--- config.mk ---
export PLATFORM = sky130hd
export DESIGN_NAME = argb_pixel_blend_unit
export DESIGN_NICKNAME = d
export VERILOG_FILES = /design/src/hdl/apbu_pkg.sv /design/src/hdl/argb_pixel_blend_unit.sv /design/src/hdl/apbu_lane.sv
export SDC_FILE = /design/constraint.sdc
export NUM_CORES = 2
export LEC_CHECK = 0
export CORE_ASPECT_RATIO = 0.5
export CORE_MARGIN = 8
export CORE_UTILIZATION = 31
export DETAILED_ROUTE_END_ITERATION = 8
export DONT_BUFFER_PORTS = 1
export PLACE_DENSITY = 0.56
export SLEW_MARGIN = 25
export SYNTH_ARGS = -nofsm -noshare
export SYNTH_HDL_FRONTEND = slang
export SYNTH_SLANG_ARGS = --single-unit
--- constraint.sdc ---
create_clock -name i_clk -period 20.3 [get_ports i_clk]
set_input_delay 3.045 -clock i_clk [delete_from_list [all_inputs] [get_ports i_clk]]
set_output_delay 3.045 -clock i_clk [all_outputs]
set_load 0.05 [all_outputs]
--- src/hdl/apbu_pkg.sv ---
`default_nettype none

package apbu_pkg;

    // Mode codes carried in s_axis_tuser.
    localparam logic [3:0] K_SRC_ALPHA = 4'd0;
    localparam logic [3:0] K_BLEND     = 4'd1;
    localparam logic [3:0] K_INTERP    = 4'd2;
    localparam logic [3:0] K_DARKEN    = 4'd3;
    localparam logic [3:0] K_FADE      = 4'd4;
    localparam logic [3:0] K_PREMULT   = 4'd5;
    localparam logic [3:0] K_SCREEN    = 4'd6;
    localparam logic [3:0] K_DESAT     = 4'd7;
    localparam logic [3:0] K_PCT       = 4'd8;

    // Per-channel operation carried down the lane pipeline.
    typedef logic [2:0] t_lane_op;

    localparam t_lane_op OP_BASE   = 3'd0;
    localparam t_lane_op OP_SUM    = 3'd1;
    localparam t_lane_op OP_SCALE  = 3'd2;
    localparam t_lane_op OP_SCREEN = 3'd3;
    localparam t_lane_op OP_PCT    = 3'd4;

    // Reciprocal of 100 as 5243 / 2^19, exact for the truncated quotient
    // of any product of a channel difference and a percent below 100.
    localparam int          RecipShift = 19;
    localparam logic [12:0] RECIP_100  = 13'd5243;

    typedef struct packed {
        t_lane_op    op;
        logic [7:0]  mx;
        logic [7:0]  my;
        logic [7:0]  nx;
        logic [7:0]  ny;
        logic        neg;
        logic [7:0]  base;
    } t_lane_in;

endpackage

`default_nettype wire

--- src/hdl/argb_pixel_blend_unit.sv ---
// Per-pixel blend unit for 32-bit ARGB pixels, alpha in the top byte.
// Input channel (s_axis): one beat carries a mode in tuser and two pixels
// plus an 8-bit amount in tdata. Output channel (m_axis): one beat with the
// blended pixel for every input beat, in order.
// Modes: blend by source alpha, blend by amount, interpolate with alpha,
// darken, fade to transparent, premultiply, screen, desaturate and percent
// fade; unused mode codes give a zero pixel.
// Each channel lane has four register stages: operand select, multiply,
// divide-by-255 rounding (and the reciprocal multiply for the percent
// fade), then the final add, saturate and select.
// Throughput is one beat per cycle while the receiver takes beats.
// When the receiver stalls with a beat waiting, the whole pipeline holds
// and s_axis_tready drops in the same cycle; nothing is lost or repeated.
// Reset clears the stage valid bits only, so no beat is presented until
// new input arrives. s_axis_tready is held low while reset is asserted.
`default_nettype none

module argb_pixel_blend_unit (
    input  wire         i_clk,
    input  wire         i_rst_n,
    input  wire         s_axis_tvalid,
    output logic        s_axis_tready,
    input  wire  [71:0] s_axis_tdata,  // first_pixel[31:0], second_pixel[63:32], amount[71:64]
    input  wire  [3:0]  s_axis_tuser,  // kind[3:0]
    output logic        m_axis_tvalid,
    input  wire         m_axis_tready,
    output logic [31:0] m_axis_tdata   // result_pixel[31:0]
);
    import apbu_pkg::*;

    localparam logic [7:0] PCT_FULL = 8'd100;
    localparam int         Stages   = 4;

    logic [Stages-1:0] r_valid;
    logic              en;

    logic [31:0] d_pix;
    logic [31:0] s_pix;
    logic [7:0]  amount;
    logic [7:0]  mx_rgb;
    logic [7:0]  mn_rgb;
    logic [8:0]  gray_sum;
    logic [7:0]  gray;

    t_lane_in    lane_in [4];
    logic [7:0]  lane_out [4];

    assign d_pix  = s_axis_tdata[31:0];
    assign s_pix  = s_axis_tdata[63:32];
    assign amount = s_axis_tdata[71:64];

    // The whole pipeline advances unless a finished beat is held by the receiver.
    assign en            = !r_valid[Stages-1] || m_axis_tready;
    assign s_axis_tready = en && i_rst_n;
    assign m_axis_tvalid = r_valid[Stages-1];

    always_ff @(posedge i_clk) begin
        if (!i_rst_n) begin
            r_valid <= '0;
        end else if (en) begin
            r_valid <= {r_valid[Stages-2:0], s_axis_tvalid};
        end
    end

    always_comb begin
        mx_rgb = d_pix[23:16];
        mn_rgb = d_pix[23:16];
        if (d_pix[15:8] > mx_rgb) mx_rgb = d_pix[15:8];
        if (d_pix[7:0]  > mx_rgb) mx_rgb = d_pix[7:0];
        if (d_pix[15:8] < mn_rgb) mn_rgb = d_pix[15:8];
        if (d_pix[7:0]  < mn_rgb) mn_rgb = d_pix[7:0];
        gray_sum = {1'b0, mx_rgb} + {1'b0, mn_rgb};
        gray     = gray_sum[8:1];
    end

    always_comb begin
        logic [7:0] dc;
        logic [7:0] sc;
        logic [7:0] wt;
        for (int c = 0; c < 4; c++) begin
            dc = d_pix[8*c +: 8];
            sc = s_pix[8*c +: 8];
            wt = (s_axis_tuser == K_SRC_ALPHA) ? s_pix[31:24] : amount;
            lane_in[c] = '0;
            case (s_axis_tuser)
                K_SRC_ALPHA, K_BLEND, K_INTERP: begin
                    if (c == 3 && s_axis_tuser != K_INTERP) begin
                        lane_in[c].base = 8'hff;
                    end else begin
                        lane_in[c].op = OP_SUM;
                        lane_in[c].mx = dc;
                        lane_in[c].my = ~wt;
                        lane_in[c].nx = sc;
                        lane_in[c].ny = wt;
                    end
                end
                K_DARKEN, K_FADE, K_PREMULT: begin
                    if (c == 3 && s_axis_tuser == K_DARKEN) begin
                        lane_in[c].base = 8'hff;
                    end else if (c == 3 && s_axis_tuser == K_PREMULT) begin
                        lane_in[c].base = amount;
                    end else begin
                        lane_in[c].op = OP_SCALE;
                        lane_in[c].mx = dc;
                        lane_in[c].my = amount;
                    end
                end
                K_SCREEN: begin
                    if (c == 3) begin
                        lane_in[c].base = 8'hff;
                    end else begin
                        lane_in[c].op = OP_SCREEN;
                        lane_in[c].mx = ~dc;
                        lane_in[c].my = ~sc;
                    end
                end
                K_DESAT: begin
                    lane_in[c].base = (c == 3) ? dc : gray;
                end
                K_PCT: begin
                    if (amount == 8'd0) begin
                        lane_in[c].base = dc;
                    end else if (amount >= PCT_FULL) begin
                        lane_in[c].base = sc;
                    end else if (c == 3) begin
                        lane_in[c].base = 8'hff;
                    end else begin
                        lane_in[c].op   = OP_PCT;
                        lane_in[c].mx   = (sc >= dc) ? (sc - dc) : (dc - sc);
                        lane_in[c].my   = amount;
                        lane_in[c].neg  = (sc < dc);
                        lane_in[c].base = dc;
                    end
                end
                default: begin
                    lane_in[c].base = 8'h00;
                end
            endcase
        end
    end

    for (genvar g = 0; g < 4; g++) begin : g_lane
        apbu_lane u_lane (
            .i_clk  (i_clk),
            .i_en   (en),
            .i_lane (lane_in[g]),
            .o_chan (lane_out[g])
        );
        assign m_axis_tdata[8*g +: 8] = lane_out[g];
    end

`ifndef SYNTH
    a_fill: assert property (@(posedge i_clk) disable iff (!i_rst_n)
        i_rst_n && en |=> r_valid[0] == $past(s_axis_tvalid))
        else $error("first stage valid does not follow the accepted beat");

    a_hold: assert property (@(posedge i_clk) disable iff (!i_rst_n)
        i_rst_n && !en |=> $stable(r_valid))
        else $error("pipeline valid bits moved during a stall");

    a_reach: assert property (@(posedge i_clk) disable iff (!i_rst_n)
        i_rst_n && en && r_valid[Stages-2] |=> m_axis_tvalid)
        else $error("beat in the last work stage did not reach the output");

    a_stall_ready: assert property (@(posedge i_clk) disable iff (!i_rst_n)
        m_axis_tvalid && !m_axis_tready |-> !s_axis_tready)
        else $error("input taken while the output beat is held");
`endif

endmodule

`default_nettype wire

--- src/hdl/apbu_lane.sv ---
`default_nettype none

module apbu_lane (
    input  wire              i_clk,
    input  wire              i_en,
    input  wire apbu_pkg::t_lane_in i_lane,
    output logic [7:0]       o_chan
);
    import apbu_pkg::*;

    // round(p / 255) for p = x * a with x, a in 0..255.
    function automatic logic [7:0] round_div255(input logic [15:0] p);
        logic [16:0] t;
        logic [16:0] u;
        begin
            t = {1'b0, p} + 17'd128;
            u = t + (t >> 8);
            return u[15:8];
        end
    endfunction

    // Stage 1: operands.
    t_lane_in     r1_in;

    // Stage 2: products.
    logic [15:0]  r2_pa;
    logic [15:0]  r2_pb;
    t_lane_op     r2_op;
    logic         r2_neg;
    logic [7:0]   r2_base;

    // Stage 3: rounded quotients and the percent reciprocal product.
    logic [7:0]   r3_sa;
    logic [7:0]   r3_sb;
    logic [28:0]  r3_pq;
    t_lane_op     r3_op;
    logic         r3_neg;
    logic [7:0]   r3_base;

    logic [7:0]   n_chan;
    logic [8:0]   sum;
    logic [7:0]   pct_q;

    always_ff @(posedge i_clk) begin
        if (i_en) begin
            r1_in   <= i_lane;

            r2_pa   <= {8'd0, r1_in.mx} * {8'd0, r1_in.my};
            r2_pb   <= {8'd0, r1_in.nx} * {8'd0, r1_in.ny};
            r2_op   <= r1_in.op;
            r2_neg  <= r1_in.neg;
            r2_base <= r1_in.base;

            r3_sa   <= round_div255(r2_pa);
            r3_sb   <= round_div255(r2_pb);
            r3_pq   <= {13'd0, r2_pa} * {16'd0, RECIP_100};
            r3_op   <= r2_op;
            r3_neg  <= r2_neg;
            r3_base <= r2_base;

            o_chan  <= n_chan;
        end
    end

    assign sum   = {1'b0, r3_sa} + {1'b0, r3_sb};
    assign pct_q = r3_pq[RecipShift+7:RecipShift];

    always_comb begin
        case (r3_op)
            OP_SUM:    n_chan = sum[8] ? 8'hff : sum[7:0];
            OP_SCALE:  n_chan = r3_sa;
            OP_SCREEN: n_chan = 8'hff - r3_sa;
            OP_PCT:    n_chan = r3_neg ? (r3_base - pct_q) : (r3_base + pct_q);
            default:   n_chan = r3_base;
        endcase
    end

endmodule

`default_nettype wire

---- Yosys cells after proc, flatten, opt, wreduce, memory -nomap -nowiden ----
Index checks and enable logic that the tools add are counted.
operators by class
  divide/modulo/power cells ............... 0
  multipliers ............................. 12
  add/subtract/negate cells ............... 38
  equal/unequal tests ..................... 25
  muxes and demuxes ....................... 47
  $lt $le $gt $ge ......................... 11
  shifts and indexed selects .............. 0
  reduce and logical (&&, ||, !) cells .... 9
  bitwise gates (word level) .............. 9
operators with widths
  operator                number
  $pmux 19 s4             3
  $mux 8                  26
  $add 16x8->17 const B   8
  $mux 19                 7
  $add 16x9->16           8
  $mul 8x8->16            8
  $pmux 8 s4              4
  $mul 16x13->27 const B  4
  $sub 8x8->8             9
  $not 8->8               7
  $pmux 8 s2              3
  $add 8x8->9             5
  $lt 8x8->1              5
  $pmux 8 s5              1
  $pmux 19 s2             1
  $mux 33                 1
  $add 8x8->8             4
  $sub 8x8->8 const A     4
  $eq 3x2->1 const B      8
  $ge 8x8->1              3
  $mux 18                 1
  $eq 4x3->1 const B      4
  $gt 8x8->1              2
  $eq 3x1->1 const B      4
  other kinds (14)        21
word-level totals
  register bits after elaboration ......... 589
  output and inout port bits .............. 34
  bits in latches ......................... 0
  ROM bits ................................ 0
  word-level logic and storage cells ...... 223
  memories ................................ 0
  memory bits (writable) .................. 0

---- Depth between registers and ports, before layout ----
  depth in word-level cells ............... 6
  mapped depth ............................ 25

---- Hierarchy ----
From an unflattened synthesis, not the netlist that was laid out.
unflattened totals
  cell total of the unflattened synthesis .. 5923
  area, all modules ....................... 60504.3 um^2
by module, submodules not included
  module                        times used  area an instance (um^2)  sequential area each (um^2)  cells each
  apbu_lane (g_lane[1].u_lane)  1           14058.5                  3963.8                       1319
  apbu_lane (g_lane[0].u_lane)  1           13804.5                  3963.8                       1280
  apbu_lane (g_lane[2].u_lane)  1           13769.5                  3963.8                       1273
  apbu_lane (g_lane[3].u_lane)  1           13658.1                  3963.8                       1259
  argb_pixel_blend_unit         1           5213.8                   80.1                         792

---- Worst setup path before layout ----
OpenSTA, ideal clock, no wires.
  path type ............................... input-to-output
  start point ............................. in m_axis_tready
  end point ............................... out s_axis_tready
  data required time ...................... 17.255 ns
  data arrival time ....................... 13.614 ns
  path buffers ............................ 0
  setup slack ............................. 3.641 ns
  stages on the path ...................... 3
  path through ............................ nor2b_1 > inv_1 > and2_1
on the way
  longest elaborated chain between the ends .. 2
ends and longest elaborated chain
  item               line                         source
  from (decl)        argb_pixel_blend_unit.sv:26  input wire m_axis_tready,
  $logic_or 1x1->1   argb_pixel_blend_unit.sv:53  assign en = !r_valid[Stages-1] || m_axis_tready;
  $logic_and 1x1->1  argb_pixel_blend_unit.sv:54  assign s_axis_tready = en && i_rst_n;
  to (decl)          argb_pixel_blend_unit.sv:22  output logic s_axis_tready,
Every way passes these cells.

==> out/results.tsv <==
metric	value	unit
outcome	finished, final reports clean	
CTS buffer count	54	
fraction of registers with async set/reset	0	
crit share post-route	0.393	
CP Launch Type	primary input	
count of final setup violators	0	
register bit total from synthesis	484	
hold_buf cts	0	
WL/cell	17.2	µm
end-of-flow core utilization	0.340	
global-route wire length before repair	207000	µm
WP data arrival	8.30	ns
most common cell after layout, fill and taps aside	inv_1	
final wirelength	131000	µm
Slew Viols, Final	0	
Initial Util	0.313	
largest net degree at the start of global routing	174	
slew margin rel.	0.305	
CP max stage delay	0.59	ns
routability cong.	0.893	
layout net count	6681	
Ys Warns	0	
Syn Inst Count	5282	
initial antenna violation count	11	
drt first pass iters	7	
share of the yosys chip area belonging to registers	0.271	
crit path kind	primary input to register	
Max VDD drop	0.000127	V
Vias/cell	4.74	
drt first-iter violations	2535	
Detailed Place HPWL	106000	µm
vias in the first global route	36110	
Core Region	171000	µm²
PnR worst setup slack	12.32	ns
Mapped Area	53500	µm²
crit path max fanout	16	
die area	187000	µm²
clk sink count	484	
Clock transition at path regs	0.06	ns
commonest non-fill, non-tap cells in the layout	inv_1 (920), ha_1 (802), fa_1 (524), edfxtp_1 (480), nand2_1 (391)	
post-CTS sizing	0	
Leakage	0.0284	µW
CTS tree	yes	
max-cap violation count	0	
Inst Count DP	7508	
row cnt	107	
root buffer cell	clkbuf_16	
CP required	20.63	ns
Die X	603	µm
gr usage total	0.139	
via count	36113	
CP max stage cell	nand3_1	
Post-DRT Antenna Nets	0	
Final Hold Fails	0	
worst-case clock buffer depth	3	
Die Height	310	µm
top_reg_cell synth	edfxtp_1	
CTS H-tree lvls	2	
Hold WC Path Type	register to register	
synth top area cells	edfxtp_1 (27%), fa_1 (20%), ha_1 (19%)	
reg2reg start	g_lane[0].u_lane.r2_pa[10]	
Final Instance Area	58100	µm²
HP Start	g_lane[2].u_lane.r2_base[2]	
input/output buffers	0	
post-CTS setup buffer count	0	
DRC violations left	0	
TNS Setup	0	ns
Unique masters post-synth	80	
syn_area_per_cell	10.1	µm²
placed inst area	56200	µm²
Max Freq	0.125	GHz
worst-path cell chain	inv_1 -> ha_1 -> and3_2 -> o21ai_2 -> a31o_4 -> a21oi_4 -> mux2i_1 -> ha_1 -> a2111oi_0 -> nand3_1 -> nand3_1 -> a211oi_2 -> fa_1 -> a21o_1 -> a21oi_1 -> o21bai_1 -> a21oi_1 -> nor2b_1 -> o21a_1 -> o21ai_1 -> o21ai_0	
Synth top area share	0.270	
syn nets	6688	
Top Ports	114	
Period minus WS final	7.98	ns
Crit. Startpoint	s_axis_tdata[20]	
Finished Layout Cells	7626	
pre-CTS setup slack	11.79	ns
latest clock arrival within the worst-skew pair	0.64	ns
Crit. End Element	register	
clock skew	0.0407	ns
P per Cell Area	103	nW/µm²
RSZ-0062 raised after global routing	no	
Synth area leader	edfxtp_1	
grt ovf	0	
layout cell share with drive strength beyond 1	0.0299	
Area Growth Syn to Fin	8.72	%
Post-synth EDFFs	480	
Worst Tran Pin Value	1.04	ns
==> critical path, delay by kind of cell <==
kind,cells,cell delay [ns]
and+or+nand+nor,4,1.04
AOI/OAI and AO/OA,12,2.70
muxes,1,0.31
buffers and inverters,1,0.05
adders and majority gates,3,1.11
==> stage by stage <==
| step | total power (µW) | hold WS (ns) |
|---|---|---|
| after floorplan | 4060 | 0.400 |
| after global placement | 5000 | 0.401 |
| after detailed placement | 5000 | 0.405 |
| after CTS | 6120 | 0.410 |
| after global routing | 6690 | 0.422 |
| final | 6000 | 0.418 |
==> metal layers <==
layer | wire (µm) | up-vias | GRT usage
met5 | 47 | - | 0
met2 | 60400 | 684 | 0.228
li1 | - | 17656 | -
met4 | 3460 | 6 | 0.0398
met3 | 5870 | 156 | 0.0172
met1 | 61500 | 17611 | 0.193
==> final timing paths <==
check / cells after the start / end / slack [ns]
max: 21 / g_lane[1].u_lane.r1_in[7] / 12.32
min: 0 / g_lane[2].u_lane.r3_base[2] / 0.42
max reg2reg: 18 / g_lane[0].u_lane.r3_pq[26] / 14.57
min reg2reg: 0 / g_lane[2].u_lane.r3_base[2] / 0.42
==> cells in the mapped netlist (52+ instances only) <==
master      n
fa_1      524
clkbuf_1   75
nor2_1    290
xnor2_1   225
o21ai_0   135
edfxtp_1  480
ha_1      802
a21oi_1   241
nand3_1    67
nor3_1     82
and2_1    311
xor2_1     89
a21o_1     52
inv_1     921
nor2b_1    56
nand2_1   391
==> state kept, by name (all words and copies together), names as in the netlist, 4 cells and up <==
| name | cells |
|---|---|
| g_lane.u_lane.r1_in | 152 |
| g_lane.u_lane.r2_pa | 64 |
| g_lane.u_lane.r2_pb | 64 |
| g_lane.u_lane.o_chan | 32 |
| g_lane.u_lane.r2_base | 32 |
| g_lane.u_lane.r3_base | 32 |
| g_lane.u_lane.r3_sa | 32 |
| g_lane.u_lane.r3_sb | 32 |
| g_lane.u_lane.r3_pq | 24 |
| g_lane.u_lane.r3_op | 5 |
| g_lane.u_lane.r2_op | 5 |
| r_valid | 4 |
==> cell families (layout without fill, tap and decap cells) <==
group	after synthesis	after routing	synth area share
adders and majority gates	1326	1326	0.384
muxes	58	58	0.0110
other	0	19	0
buffers and inverters	1008	1044	0.0710
and+or+nand+nor	1355	1355	0.124
DFF	484	484	0.271
AOI/OAI and AO/OA	737	737	0.0876
xor gates and xnor gates	314	314	0.0514
==> power by group <==
part | switching (µW) | internal (µW) | total (µW)
Sequential | 271 | 1280 | 1550
Clock | 446 | 598 | 1040
Combinational | 1930 | 1470 | 3400
Total | 2650 | 3350 | 6000
==> final cells by class <==
cell class              instances  area, µm²
repair buffers                 23        185
multi-input cells            3790      35200
flip-flops and latches        484      14500
inverters                     922       3470
clock buffers                  59       1370
fillers                     17570     113000
diodes                         19       47.5
well taps                    2289       2860
clock inverters                40        494
Note: power is estimated with default switching activity, not from simulation.
